==> src/design/lrd_pkg.sv <==
// ----------------------------------------------------------------------------
// lrd_pkg: shared types and constants for the length/type record deframer
// Field, kind, error and record type codes, body field layouts, result beat.
// ----------------------------------------------------------------------------
`default_nettype none

package lrd_pkg;

	// record kind
	localparam logic [1:0] K_PREFIX  = 2'd0;
	localparam logic [1:0] K_HEADER  = 2'd1;
	localparam logic [1:0] K_SCANNER = 2'd2;
	localparam logic [1:0] K_EVENT   = 2'd3;

	// field codes
	localparam logic [4:0] F_LEN      = 5'd0;
	localparam logic [4:0] F_TYPE     = 5'd1;
	localparam logic [4:0] F_HDR_BASE = 5'd2;
	localparam logic [4:0] F_SCN_BASE = 5'd13;
	localparam logic [4:0] F_EVT_BASE = 5'd20;
	localparam logic [4:0] F_TRAIL    = 5'd22;
	localparam logic [4:0] F_DISCARD  = 5'd23;

	// error codes
	localparam logic [2:0] E_OK      = 3'd0;
	localparam logic [2:0] E_BAD_LEN = 3'd1;
	localparam logic [2:0] E_UNKNOWN = 3'd2;
	localparam logic [2:0] E_FOOTER  = 3'd3;
	localparam logic [2:0] E_HALTED  = 3'd4;

	// wire type codes
	localparam logic [15:0] TYPE_HEADER  = 16'd0;
	localparam logic [15:0] TYPE_SCANNER = 16'd3;
	localparam logic [15:0] TYPE_EVENT   = 16'd4;
	localparam logic [15:0] TYPE_FOOTER  = 16'd5;

	localparam logic [15:0] MIN_LEN    = 16'd4;
	localparam logic [15:0] PREFIX_LEN = 16'd4;
	localparam logic [7:0]  OFF_MAX    = 8'd255;

	// body layouts: start offset and length of each field
	localparam int HDR_N = 11;
	localparam int SCN_N = 7;
	localparam int EVT_N = 2;

	localparam logic [8:0] HDR_START [HDR_N] = '{
		9'd0, 9'd5, 9'd18, 9'd23, 9'd25, 9'd26, 9'd27, 9'd28, 9'd29, 9'd30, 9'd158};
	localparam logic [7:0] HDR_LEN [HDR_N] = '{
		8'd5, 8'd13, 8'd5, 8'd2, 8'd1, 8'd1, 8'd1, 8'd1, 8'd1, 8'd128, 8'd255};
	localparam logic [8:0] HDR_TOTAL = 9'd413;
	localparam int HDR_NUM = 3; // year

	localparam logic [8:0] SCN_START [SCN_N] = '{
		9'd0, 9'd1, 9'd2, 9'd3, 9'd5, 9'd8, 9'd9};
	localparam logic [7:0] SCN_LEN [SCN_N] = '{
		8'd1, 8'd1, 8'd1, 8'd2, 8'd3, 8'd1, 8'd2};
	localparam logic [8:0] SCN_TOTAL = 9'd11;
	localparam int SCN_NUM = 3; // millis

	localparam logic [8:0] EVT_START [EVT_N] = '{9'd0, 9'd3};
	localparam logic [7:0] EVT_LEN [EVT_N] = '{8'd3, 8'd255};
	localparam logic [8:0] EVT_TOTAL = 9'd258;
	localparam int EVT_NUM = 0; // event id

	typedef struct packed {
		logic [4:0] code;
		logic [7:0] off;
		logic       numeric;
		logic       last;
	} fmap_t;

	typedef struct packed {
		logic [1:0]  record_kind;
		logic [4:0]  field_code;
		logic [7:0]  field_offset;
		logic [7:0]  out_byte;
		logic [23:0] assembled_value;
		logic        value_complete;
		logic [15:0] record_length_out;
		logic [2:0]  error_code;
		logic        record_end;
	} result_t;

endpackage

`default_nettype wire

==> src/design/lrd_field_map.sv <==
// ----------------------------------------------------------------------------
// lrd_field_map: body byte position to field decode
// Maps a byte position after the prefix to field code, offset and flags.
// ----------------------------------------------------------------------------
`default_nettype none

module lrd_field_map (
	input  wire logic [1:0]  kind,
	input  wire logic [15:0] body_pos,
	output lrd_pkg::fmap_t   fmap
);

	logic        hit;
	logic [4:0]  sel;
	logic [8:0]  fstart;
	logic [7:0]  flen;
	logic [4:0]  base;
	logic [4:0]  num_sel;
	logic        has_num;
	logic [8:0]  total;
	logic [15:0] off_full;

	// descending scan so the lowest matching field wins
	always_comb begin
		hit     = 1'b0;
		sel     = '0;
		fstart  = '0;
		flen    = '0;
		base    = '0;
		num_sel = '0;
		has_num = 1'b0;
		total   = '0;
		case (kind)
			lrd_pkg::K_HEADER: begin
				base    = lrd_pkg::F_HDR_BASE;
				num_sel = 5'(lrd_pkg::HDR_NUM);
				has_num = 1'b1;
				total   = lrd_pkg::HDR_TOTAL;
				for (int i = lrd_pkg::HDR_N - 1; i >= 0; i--) begin
					if (body_pos < ({7'b0, lrd_pkg::HDR_START[i]} +
					                {8'b0, lrd_pkg::HDR_LEN[i]})) begin
						hit    = 1'b1;
						sel    = 5'(i);
						fstart = lrd_pkg::HDR_START[i];
						flen   = lrd_pkg::HDR_LEN[i];
					end
				end
			end
			lrd_pkg::K_SCANNER: begin
				base    = lrd_pkg::F_SCN_BASE;
				num_sel = 5'(lrd_pkg::SCN_NUM);
				has_num = 1'b1;
				total   = lrd_pkg::SCN_TOTAL;
				for (int i = lrd_pkg::SCN_N - 1; i >= 0; i--) begin
					if (body_pos < ({7'b0, lrd_pkg::SCN_START[i]} +
					                {8'b0, lrd_pkg::SCN_LEN[i]})) begin
						hit    = 1'b1;
						sel    = 5'(i);
						fstart = lrd_pkg::SCN_START[i];
						flen   = lrd_pkg::SCN_LEN[i];
					end
				end
			end
			lrd_pkg::K_EVENT: begin
				base    = lrd_pkg::F_EVT_BASE;
				num_sel = 5'(lrd_pkg::EVT_NUM);
				has_num = 1'b1;
				total   = lrd_pkg::EVT_TOTAL;
				for (int i = lrd_pkg::EVT_N - 1; i >= 0; i--) begin
					if (body_pos < ({7'b0, lrd_pkg::EVT_START[i]} +
					                {8'b0, lrd_pkg::EVT_LEN[i]})) begin
						hit    = 1'b1;
						sel    = 5'(i);
						fstart = lrd_pkg::EVT_START[i];
						flen   = lrd_pkg::EVT_LEN[i];
					end
				end
			end
			default: begin
				// no layout: everything is trailing
			end
		endcase

		if (hit) begin
			off_full     = body_pos - {7'b0, fstart};
			fmap.code    = base + sel;
			fmap.off     = off_full[7:0];
			fmap.numeric = has_num && (sel == num_sel);
			fmap.last    = (off_full[7:0] == (flen - 8'd1));
		end else begin
			off_full     = body_pos - {7'b0, total};
			fmap.code    = lrd_pkg::F_TRAIL;
			fmap.off     = (off_full > {8'b0, lrd_pkg::OFF_MAX}) ? lrd_pkg::OFF_MAX
			                                                     : off_full[7:0];
			fmap.numeric = 1'b0;
			fmap.last    = 1'b0;
		end
	end

endmodule

`default_nettype wire

==> src/design/lrd_parse.sv <==
// ----------------------------------------------------------------------------
// lrd_parse: record tracking state and per-beat result decode
// Holds position, length, type, remaining count, accumulator and halt flag.
// ----------------------------------------------------------------------------
`default_nettype none

module lrd_parse (
	input  wire logic        clk,
	input  wire logic        arst_n,
	input  wire logic        advance,
	input  wire logic [7:0]  byte_in,
	input  wire logic        cfg_we,
	input  wire logic [31:0] cfg_value,
	output lrd_pkg::result_t res
);

	logic [15:0] pos_q;
	logic [15:0] rlen_q;
	logic [1:0]  rtype_q;
	logic [31:0] rem_q;
	logic [23:0] acc_q;
	logic        halted_q;

	logic [15:0] pos_n;
	logic [15:0] rlen_n;
	logic [1:0]  rtype_n;
	logic [31:0] rem_n;
	logic [23:0] acc_n;
	logic        halted_n;

	logic [15:0]    acc16;
	logic           rec_end;
	logic [15:0]    body_pos;
	lrd_pkg::fmap_t fmap;

	assign body_pos = pos_q - lrd_pkg::PREFIX_LEN;
	assign acc16    = {acc_q[7:0], byte_in};

	lrd_field_map u_fmap (
		.kind     (rtype_q),
		.body_pos (body_pos),
		.fmap     (fmap)
	);

	always_comb begin
		res          = '0;
		res.out_byte = byte_in;
		pos_n        = pos_q;
		rlen_n       = rlen_q;
		rtype_n      = rtype_q;
		rem_n        = rem_q;
		acc_n        = acc_q;
		halted_n     = halted_q;
		rec_end      = 1'b0;

		if (halted_q) begin
			res.field_code = lrd_pkg::F_DISCARD;
			res.error_code = lrd_pkg::E_HALTED;
		end else if (pos_q == '0 && rem_q == '0) begin
			res.field_code = lrd_pkg::F_DISCARD;
		end else begin
			rem_n = rem_q - {31'b0, (rem_q != '0)};
			if (pos_q[15:2] == '0) begin
				res.record_kind  = lrd_pkg::K_PREFIX;
				res.field_code   = pos_q[1] ? lrd_pkg::F_TYPE : lrd_pkg::F_LEN;
				res.field_offset = {7'b0, pos_q[0]};
				if (!pos_q[0]) begin
					acc_n = {16'b0, byte_in};
					if (!pos_q[1])
						rlen_n = '0;
				end else begin
					acc_n = {8'b0, acc16};
					res.value_complete = 1'b1;
					if (!pos_q[1]) begin
						rlen_n = acc16;
						// rem_q + 1 is the count left at the record start
						if (acc16 < lrd_pkg::MIN_LEN ||
						    {17'b0, acc16} > ({1'b0, rem_q} + 33'd1))
							res.error_code = lrd_pkg::E_BAD_LEN;
					end else begin
						case (acc16)
							lrd_pkg::TYPE_HEADER:  rtype_n = lrd_pkg::K_HEADER;
							lrd_pkg::TYPE_SCANNER: rtype_n = lrd_pkg::K_SCANNER;
							lrd_pkg::TYPE_EVENT:   rtype_n = lrd_pkg::K_EVENT;
							lrd_pkg::TYPE_FOOTER:  res.error_code = lrd_pkg::E_FOOTER;
							default:               res.error_code = lrd_pkg::E_UNKNOWN;
						endcase
						if (res.error_code == lrd_pkg::E_OK && rlen_q == lrd_pkg::MIN_LEN)
							rec_end = 1'b1;
					end
				end
				res.assembled_value = acc_n;
			end else begin
				res.record_kind  = rtype_q;
				res.field_code   = fmap.code;
				res.field_offset = fmap.off;
				if (fmap.numeric) begin
					acc_n = (fmap.off == '0) ? {16'b0, byte_in} : {acc_q[15:0], byte_in};
					res.assembled_value = acc_n;
					res.value_complete  = fmap.last;
				end else begin
					acc_n = '0;
				end
				if (({1'b0, pos_q} + 17'd1) == {1'b0, rlen_q})
					rec_end = 1'b1;
			end

			res.record_length_out = rlen_n;
			if (res.error_code != lrd_pkg::E_OK) begin
				halted_n = 1'b1;
			end else if (rec_end) begin
				res.record_end = 1'b1;
				pos_n          = '0;
			end else begin
				pos_n = pos_q + 16'd1;
			end
		end
	end

	always_ff @(posedge clk or negedge arst_n) begin
		if (!arst_n) begin
			pos_q    <= '0;
			rlen_q   <= '0;
			rtype_q  <= '0;
			rem_q    <= '0;
			acc_q    <= '0;
			halted_q <= 1'b0;
		end else if (cfg_we) begin
			rem_q <= cfg_value;
		end else if (advance) begin
			pos_q    <= pos_n;
			rlen_q   <= rlen_n;
			rtype_q  <= rtype_n;
			rem_q    <= rem_n;
			acc_q    <= acc_n;
			halted_q <= halted_n;
		end
	end

	a_halt_sticky: assert property (@(posedge clk) disable iff (!arst_n)
		halted_q |=> halted_q)
		else $error("halt flag dropped");

	a_halt_frozen: assert property (@(posedge clk) disable iff (!arst_n)
		(advance && halted_q && !cfg_we) |=> ($stable(pos_q) && $stable(rem_q)))
		else $error("state moved while halted");

	a_end_restart: assert property (@(posedge clk) disable iff (!arst_n)
		(advance && !cfg_we && res.record_end) |=> (pos_q == '0))
		else $error("record end did not restart position");

	a_idle_hold: assert property (@(posedge clk) disable iff (!arst_n)
		(!advance && !cfg_we) |=> ($stable(pos_q) && $stable(acc_q) && $stable(rem_q)))
		else $error("state changed without a beat");

endmodule

`default_nettype wire

==> src/design/length_type_record_deframer_top.sv <==
// ----------------------------------------------------------------------------
// length_type_record_deframer_top: length/type record deframer
// Splits a byte stream into records and labels each byte with its field.
// ----------------------------------------------------------------------------
// Usage:
//  - Input channel (in_valid / in_stall / in_byte) takes one stream byte per
//    beat; output channel (out_valid / out_stall / result fields) gives
//    exactly one labeled result beat per input beat, in order.
//  - Config channel (cfg_valid / cfg_ready / cfg_data) loads the stream
//    length, which also reloads the remaining byte count. cfg_ready is always
//    high; write only while no byte is in flight.
//  - Path: an accepted input beat goes into the input register, then its
//    decode goes into the result register that drives the outputs.
//  - Throughput: one byte per cycle while the receiver does not stall; the
//    only loop is the per-byte update of the record state.
//  - Reset: all record state clears, remaining count is zero, so bytes are
//    discarded until a stream length is written.
//  - While the receiver stalls, the result register holds and the input
//    register fills; in_stall rises once both are occupied.
//  - Any error halts the block; every later byte is discarded with the halted
//    code until reset.
// ----------------------------------------------------------------------------
`default_nettype none

module length_type_record_deframer_top (
	input  wire logic        clk,
	input  wire logic        arst_n,
	input  wire logic        in_valid,
	output logic             in_stall,
	input  wire logic [7:0]  in_byte,
	output logic             out_valid,
	input  wire logic        out_stall,
	output logic [1:0]       record_kind,
	output logic [4:0]       field_code,
	output logic [7:0]       field_offset,
	output logic [7:0]       out_byte,
	output logic [23:0]      assembled_value,
	output logic             value_complete,
	output logic [15:0]      record_length_out,
	output logic [2:0]       error_code,
	output logic             record_end,
	input  wire logic        cfg_valid,
	output logic             cfg_ready,
	input  wire logic [31:0] cfg_data
);

	logic              valid_s1;
	logic [7:0]        byte_s1;
	logic              valid_s2;
	lrd_pkg::result_t  res_s2;
	lrd_pkg::result_t  res;
	logic              advance;
	logic              in_fire;

	assign cfg_ready = 1'b1;
	assign advance   = valid_s1 && (!valid_s2 || !out_stall);
	assign in_stall  = valid_s1 && !advance;
	assign in_fire   = in_valid && !in_stall;

	lrd_parse u_parse (
		.clk       (clk),
		.arst_n    (arst_n),
		.advance   (advance),
		.byte_in   (byte_s1),
		.cfg_we    (cfg_valid && cfg_ready),
		.cfg_value (cfg_data),
		.res       (res)
	);

	always_ff @(posedge clk or negedge arst_n) begin
		if (!arst_n) begin
			valid_s1 <= 1'b0;
			valid_s2 <= 1'b0;
		end else begin
			if (in_fire)
				valid_s1 <= 1'b1;
			else if (advance)
				valid_s1 <= 1'b0;
			if (advance)
				valid_s2 <= 1'b1;
			else if (!out_stall)
				valid_s2 <= 1'b0;
		end
	end

	always_ff @(posedge clk) begin
		if (in_fire)
			byte_s1 <= in_byte;
		if (advance)
			res_s2 <= res;
	end

	assign out_valid         = valid_s2;
	assign record_kind       = res_s2.record_kind;
	assign field_code        = res_s2.field_code;
	assign field_offset      = res_s2.field_offset;
	assign out_byte          = res_s2.out_byte;
	assign assembled_value   = res_s2.assembled_value;
	assign value_complete    = res_s2.value_complete;
	assign record_length_out = res_s2.record_length_out;
	assign error_code        = res_s2.error_code;
	assign record_end        = res_s2.record_end;

endmodule

`default_nettype wire

==> config.mk <==
export PLATFORM = sky130hd
export DESIGN_NAME = length_type_record_deframer_top
export DESIGN_NICKNAME = d
export VERILOG_FILES = /design/src/design/lrd_pkg.sv /design/src/design/lrd_field_map.sv /design/src/design/lrd_parse.sv /design/src/design/length_type_record_deframer_top.sv
export SDC_FILE = /design/constraint.sdc
export NUM_CORES = 1
export LEC_CHECK = 0
export ABC_AREA = 1
export BUFFER_PORTS_ARGS = -buffer_cell sky130_fd_sc_hd__buf_2
export CAP_MARGIN = 10
export CELL_PAD_IN_SITES_DETAIL_PLACEMENT = 0
export CELL_PAD_IN_SITES_GLOBAL_PLACEMENT = 2
export CORE_MARGIN = 2
export CORE_UTILIZATION = 35
export CTS_CLUSTER_DIAMETER = 40
export DETAILED_ROUTE_END_ITERATION = 8
export GPL_TIMING_DRIVEN = 0
export HOLD_SLACK_MARGIN = 0.05
export PLACE_DENSITY_LB_ADDON = 0.3
export SETUP_SLACK_MARGIN = 0.4
export SYNTH_ARGS = -nofsm -noshare
export SYNTH_HDL_FRONTEND = slang
export SYNTH_HIERARCHICAL = 1
export SYNTH_SLANG_ARGS = --single-unit
==> constraint.sdc <==
create_clock -name clk -period 6.55 [get_ports clk]
set_clock_uncertainty 0.05 [all_clocks]
set_input_delay 0.655 -clock clk [delete_from_list [all_inputs] [get_ports clk]]
set_output_delay 0.655 -clock clk [all_outputs]
set_load 0.1 [all_outputs]
==> impl_results.md, run 1 <==
* Sw Ratio at 35.3%
* Reg area at approximately 0.0044 mm^2
* Final Util at 41.0%
* Synth Area in Compound Gates at about a tenth
* Startpoint Class: flop
* Yosys top cell area share at 18.8%
* Global-route wire length before repair at 64.3 mm
* Width of the die at 190 um
* Hold slack at 97.3 ps
* DIE HEIGHT at roughly 190 um
* Combinational group share of total power at a little under a fifth
* Layout net count at 1908
* Syn_area_per_cell at 7.26 um^2
* Congestion Overflow GR at 0
* Htree depth at 4
* Worst EP arrival at 5700 ps
* Initial DRC Count at between 900 and 1000
* Worst-Skew Late Latency at 460 ps
* Max Slew Vio Count at 0
* Drt total wl at between 40 and 50 mm
* Finished Layout Cells at 2281
* Ys async rst share at 52.8%
* PD cells at 192 mW/mm^2
* Largest family of logic cells by synthesized area: simple AND/OR/NAND/NOR gates
* First-pass DRT Iterations at 5
* Crit-path slowest cell: dfrtp_1
* Slew Limit Headroom at approximately half
* Gr usage total at 23.4%
* PortBufs at 114
* TritonCTS Buffers at 17
* XOR/XNOR share of the synthesized area at roughly 4.6%
* Ant diodes at 0
* Worst r2r dst: assembled_value[12]$_DFFE_PP_
* HP Class: input pin to asynchronous set/reset pin
* CTS Root Buffer Type: clkbuf_16
* Yosys cell types at 59
* Cell Area, Synth at between 0.01 and 0.015 mm^2
* Design area at between 0.01 and 0.015 mm^2
* Via count at about 12000
* Pleak at 6.47 nW
* Most frequent CP cell: nand2_1
* Seq/Total Area, Yosys at 36.4%
* Setup crit end kind: flop
* Wire per inst at 18.1 um
* Crit path max fanout at 10
* Yosys reg bits at 161
* Largest area contributor in the netlist: edfxtp_1
* RSZ-0062 raised after global routing: false
* DR vias/cell at 5.10
* Max Root-Sink Buffers at 2
* Area Growth Syn to Fin at 15.9%
* Max Cap Violations at 0
* Post-route ant nets at 0
* Status: completed
* Internal at roughly 0.0017 W
* CTS clk-pin slew, worst paths at 80 ps
* Critical path's largest stage delay at 440 ps
* Simple-Gate Fraction of Synth Area at 34.4%
* Final period util at a little over four fifths
* Adder-Cell Fraction of Synth Area at approximately 5.3%
* Clock Power Share at 38.5%
* VDD IR max at 0.167 mV
* Fillers at about 3700
* Cells after DPL at 2241
* TritonCTS clock tree: yes
* Clock sinks at 161
* Area contributors post-synth: edfxtp_1, dfrtp_1, nand2_1
* Fmax at about 180 MHz
* Die area at approximately 0.036 mm^2
* Worst slew pin tran at 744 ps
* Ys flop type: dfrtp_1
* Area post-placement at 0.0133 mm^2
* Layout cells sized above 1 at about 16%
* Initial antenna violation count at 0
* Worst EP required at 6690 ps
* Drc violations at 0
* WS Path Type: flop to flop
* EDFF count, synth at 76
* # setup viols final at 0
* Initial core utilization at a little over a third
* Launch point of the worst reg-to-reg path: u_parse/pos_q[3]$_DFFE_PN0P_
* Largest net degree at the start of global routing at 56
* FF-to-FF setup slack at about 990 ps
* Core box area at 0.0343 mm^2
* Reg2reg path depth at 37
* Psw at 0.000954 W
* Hold Vio Cnt, Final at 0
* Tmin final at 5560 ps
* Gpl congestion at 0.909
* Vias in the first global route at roughly 11000
* Synth Warn # at 6
* Area occupied by multi-input gates at about 0.0067 mm^2
* Detailed Place HPWL at about 33 mm
* Syn nets at 1764
* Core Rows at 68
* Ports at 116
* Multiplexer share of the synthesized area at 0.165%
* Seq pwr share at 43.1%
* Synth Instances at between 1500 and 2000
[worst max-delay path, delay by kind of cell, from the launching register on]
| family | cells | cell delay [ps] |
|---|---|---|
| buffers and inverters | 5 | 540 |
| AND/OR/NAND/NOR | 21 | 2430 |
| XOR/XNOR | 2 | 290 |
| flip-flops | 1 | 440 |
| AO/OA/AOI/OAI | 6 | 730 |
| adder cells (fa/ha/maj) | 3 | 790 |
[Yosys cell counts, types with 2 or more instances]
cell type / n
o31ai_1: 2
inv_1: 185
nor2_2: 12
fa_1: 3
dfrtp_1: 85
o211ai_1: 14
ha_1: 47
nand3_4: 4
inv_2: 18
a211oi_1: 3
clkbuf_1: 16
o21ai_1: 6
xnor2_1: 6
nor3b_1: 8
or2_2: 2
o21bai_1: 2
a32oi_1: 11
clkinv_1: 5
nor2_4: 12
nand2_1: 441
a21oi_1: 47
mux2i_1: 2
xor2_1: 55
and2_1: 2
buf_4: 13
buf_1: 4
o32ai_1: 2
o221ai_1: 4
a22oi_1: 2
o22ai_1: 7
a31oi_1: 10
nand4_1: 42
nand2_4: 3
nand2_2: 28
nor2_1: 216
nand3_2: 7
buf_2: 19
o21ai_0: 89
nand3b_1: 9
nor4_1: 9
edfxtp_1: 76
nand3_1: 87
nor3_1: 38
[registers in the layout (all words and copies together), names as in the netlist]
register	cells
field_offset	8
u_parse/halted_q	1
u_parse/rtype_q	2
error_code	3
u_parse/rlen_q	16
record_end	1
u_parse/rem_q	32
record_length_out	16
u_parse/acc_q	16
out_byte	8
byte_s1	8
out_valid	1
record_kind	2
u_parse/pos_q	16
field_code	5
assembled_value	24
value_complete	1
valid_s1	1
[how the worst max path moves through the flow]
| stage | endpoint | from | slack [ps] |
|---|---|---|---|
| after floorplan | u_parse/pos_q[3]$_DFFE_PN0P_ | out_valid$_DFFE_PN0P_ | 920 |
| after global placement | u_parse/rem_q[14]$_DFFE_PN0P_ | out_stall | -1120 |
| after detailed placement | assembled_value[12]$_DFFE_PP_ | u_parse/pos_q[2]$_DFFE_PN0P_ | 450 |
| after CTS | assembled_value[12]$_DFFE_PP_ | u_parse/pos_q[2]$_DFFE_PN0P_ | 420 |
| after global routing | assembled_value[12]$_DFFE_PP_ | u_parse/pos_q[3]$_DFFE_PN0P_ | 400 |
| final | assembled_value[12]$_DFFE_PP_ | u_parse/pos_q[3]$_DFFE_PN0P_ | 990 |
[cell type report]
type / count / share of cell area [%]
multi-input cells: 1245 / 47.4
repair buffers: 125 / 4.99
plain buffers: 55 / 2.24
clock buffers: 17 / 3.03
clock inverters: 15 / 1.30
flip-flops and latches: 161 / 31.4
inverters: 208 / 5.58
well taps: 455 / 4.05
[cells by family after synthesis]
family,count (synthesis)
adders and majority gates,50
muxes,2
other,1
buffers and inverters,263
and+or+nand+nor,924
xor gates and xnor gates,62
AOI/OAI and AO/OA,206
DFF,161
[repair_timing]
action	CTS	global route
endpoints found under the setup margin	0	25
setup buffers	0	8
hold buffers	0	0
gates resized for setup	0	14
[stage by stage]
| step | total power (W) | setup WS, ps | setup TNS, ps |
|---|---|---|---|
| 2_1_floorplan | 0.00155 | 924 | 0 |
| 3_3_place_gp | 0.00168 | -1120 | -76740 |
| 3_5_place_dp | 0.00168 | 449 | 0 |
| 4_1_cts | 0.00273 | 421 | 0 |
| 5_1_grt | 0.00282 | 398 | 0 |
| 6_report | 0.00270 | 990 | 0 |
[power by group through the flow]
stage,Sequential (W),Clock (W),Combinational (W)
3_3_place_gp,0.00119,0,0.000487
6_report,0.00116,0.00104,0.000499
2_1_floorplan,0.00134,0,0.000202
3_5_place_dp,0.00118,0,0.000498
5_1_grt,0.00117,0.00111,0.000542
4_1_cts,0.00116,0.00106,0.000499
[layout by cell type (no fill, tap or decap), types with 20 or more instances in the layout]
master    synthesis  routed
edfxtp_1         76      76
buf_4            13      22
inv_2            18      20
nand3_1          87      86
nand2_1         441     440
nor2_1          216     215
xor2_1           55      53
o21ai_0          89      87
nor3_1           38      38
inv_1           185     182
ha_1             47      47
nand4_1          42      42
a21oi_1          47      46
buf_2            19     132
nand2_2          28      28
dfrtp_1          85      83
[layer usage]
| metal | part of all wire, % | wire length [um] | track usage (%) |
|---|---|---|---|
| met4 | 1.5 | 634 | 5.81 |
| met5 | 0 | 0 | 0 |
| met2 | 44 | 18000 | 35.6 |
| met3 | 4.7 | 1950 | 3.04 |
| met1 | 50 | 20700 | 34.8 |
(Power assumes the default switching activity.)
==> run 2, diff against run 1 <==
Settings changed: CORE_UTILIZATION 35 to 32.
Clock period 6.55 ns to 5 ns, I/O delays scaled along.
==> run 2 against run 1 <==
- the run now ends with negative setup slack left
- routed wire length rose by 3.6%
- worst hold slack better by 85 ps
- fmax rose by 9.2%
- register-to-register slack got worse by 1100 ps
- critical path type unchanged
- largest cell class unchanged
- highest routed layer unchanged
==> impl_results.md, run 2 (synthesis results as in run 1) <==
* Status: complete, but fails checks
* Failing checks: negative setup slack
* Startpoint Class: flop
* Width of the die at between 150 and 200 um
* Post-route ant nets at 0
* Wire per inst at 18.1 um
* Congestion Overflow GR at 0
* Worst r2r dst: assembled_value[18]$_DFFE_PP_
* Htree depth at 4
* Cells after DPL at 2298
* Die area at between 0.03 and 0.04 mm^2
* FF-to-FF setup slack at -90 ps
* Initial antenna violation count at 0
* Most common cell after layout, fill and taps aside: nand2_1
* Setup WS post-layout at -92.7 ps
* Hold Vio Cnt, Final at 0
* Drc violations at 0
* Final Util at between 30 and 40%
* Area Growth Syn to Fin at 22.3%
* Detailed Place HPWL at 33.5 mm
* Core Rows at 71
* Dpl ws at -784 ps
* Launch point of the worst reg-to-reg path: u_parse/pos_q[3]$_DFFE_PN0P_
* CP endpoint: assembled_value[18]$_DFFE_PP_
* Largest register FFs at 32
* Max Root-Sink Buffers at 2
* Ant diodes at 0
* Reg2reg path depth at 24
* TritonCTS Buffers at 17
* Hold slack at approximately 180 ps
* Largest net degree at the start of global routing at 53
* Layout cells sized above 1 at between 20 and 25%
* Design area at approximately 0.015 mm^2
* Gpl congestion at 0.898
* Clock sinks at 161
* Area post-placement at 0.0135 mm^2
* Worst slew pin tran at 813 ps
* Hold_sp: in_byte[4]
* CTS clk-pin slew, worst paths at 80 ps
* VDD IR max at 0.246 mV
* Drt total wl at 42.7 mm
* Critical path origin: u_parse/pos_q[3]$_DFFE_PN0P_
* PD cells at 240 mW/mm^2
* Most flops, register: u_parse/rem_q
* Worst EP arrival at 5300 ps
* Setup crit end kind: flop
* HP Class: input pin to flop
* DR vias/cell at just under 5
* RSZ-0062 raised after global routing: true
* Worst path depth at 24
* Global-route wire length before repair at 65.7 mm
* Max Slew Vio Count at 0
* Final period util at 102%
* Critical path's largest stage delay at 660 ps
* Worst-Skew Late Latency at 450 ps
* Most frequent cells in the layout: nand2_1, nor2_1, inv_1, buf_2, nand3_1
* TritonCTS clock tree: yes
* PortBufs at roughly 110
* Crit-path slowest cell: xor2_1
* Gr usage total at 22.0%
* WP buf/inv at 6
* Fmax at 196 MHz
* WS Path Type: flop to flop
* Finished Layout Cells at 2367
* Slew Limit Headroom at 45.6%
* DIE HEIGHT at 199 um
* Max Cap Violations at 0
* First-pass DRT Iterations at 5
* Vias in the first global route at ~11000
* Crit path cell chain: inv_4 > ha_2 > xor2_1 > inv_2 > nor2_1 > nand2_1 > o21ai_1 > a21boi_1 > o21ai_1 > nand2_1 > a21oi_2 > ha_2 > inv_2 > fa_2 > buf_4 > xor2_2 > nor2_1 > a31oi_1 > nor4_2 > nand2_2 > nand2_4 > buf_4 > buf_8 > nor3b_1
* Pleak at between 6 and 7 nW
* CTS Root Buffer Type: clkbuf_16
* Initial DRC Count at 894
* CP delay by family, top: simple AND/OR/NAND/NOR gates
* Ports at 116
* Crit path max fanout at 8
* Worst EP required at 5210 ps
* Initial core utilization at 32.3%
* # setup viols final at 12
* Layout net count at 1938
* Core box area at 0.0375 mm^2
* Tmin final at around 5100 ps
* Via count at 11755
## run 2: cell types whose count changed in the layout (fill, tap and decap cells not counted), moves of 6 or more
cell,change
a21oi_1,-7
nand2_2,+17
nand2_1,-27
inv_1,-7
nand3_1,-6
o21ai_0,-9
a21oi_2,+6
nand2_4,+9
nor2_2,+6
nor2_1,-11
buf_4,+27
## run 2: worst reg2reg max path: stages (launching register included)
cell and delay [ps]:
dfrtp_2 440, inv_4 90, ha_2 200, xor2_1 660, inv_2 210, nor2_1 210, nand2_1 130, o21ai_1 160
a21boi_1 80, o21ai_1 170, nand2_1 100, a21oi_2 130, ha_2 190, inv_2 40, fa_2 350, buf_4 160
xor2_2 310, nor2_1 100, a31oi_1 290, nor4_2 90, nand2_2 150, nand2_4 80, buf_4 150, buf_8 130
nor3b_1 240
## run 2: area by class of cell
class                   instances  area (um^2)
clock inverters                14          168
flip-flops and latches        161         4420
multi-input cells            1245         7060
inverters                     208          808
clock buffers                  18          439
fillers                      4082        22700
repair buffers                155          971
well taps                     511          639
plain buffers                  55          320
## run 2: power by group
part           internal [W]  switching, W
combinational      0.000156      0.000506
clock              0.000727      0.000638
sequential          0.00146     0.0000686
## run 2: timing repair
action,in CTS,in global routing
endpoints found under the hold margin,33,0
hold buffers,1,0
buffers inserted,32,4
gates resized for setup,71,66
pin swaps,31,31
endpoints found under the setup margin,36,38
## run 2: how the worst min path moves through the flow
stage / to / slack [ps] / cells past startpoint
4_1_cts: byte_s1[7]$_DFFE_PP_ / 160 / 1
2_1_floorplan: out_valid$_DFFE_PN0P_ / 150 / 0
3_5_place_dp: u_parse/acc_q[15]$_DFFE_PN0P_ / 420 / 2
3_3_place_gp: u_parse/acc_q[15]$_DFFE_PN0P_ / 410 / 2
5_1_grt: byte_s1[5]$_DFFE_PP_ / 160 / 1
6_report: byte_s1[4]$_DFFE_PP_ / 180 / 1
## run 2: routing by layer
metal	track usage, %	up-vias	wire length (um)
li1	-	5821	-
met1	32.0	5588	20800
met2	34.2	313	19200
met3	3.58	33	2270
met4	4.45	0	509
met5	0	-	0
## run 2: through the flow
step / setup TNS [ps] / power, W
final: -469 / 0.00356
after global routing: -6190 / 0.00371
after CTS: -1160 / 0.00359
after detailed placement: -15340 / 0.00222
after global placement: -32240 / 0.00220
after floorplan: 0 / 0.00202
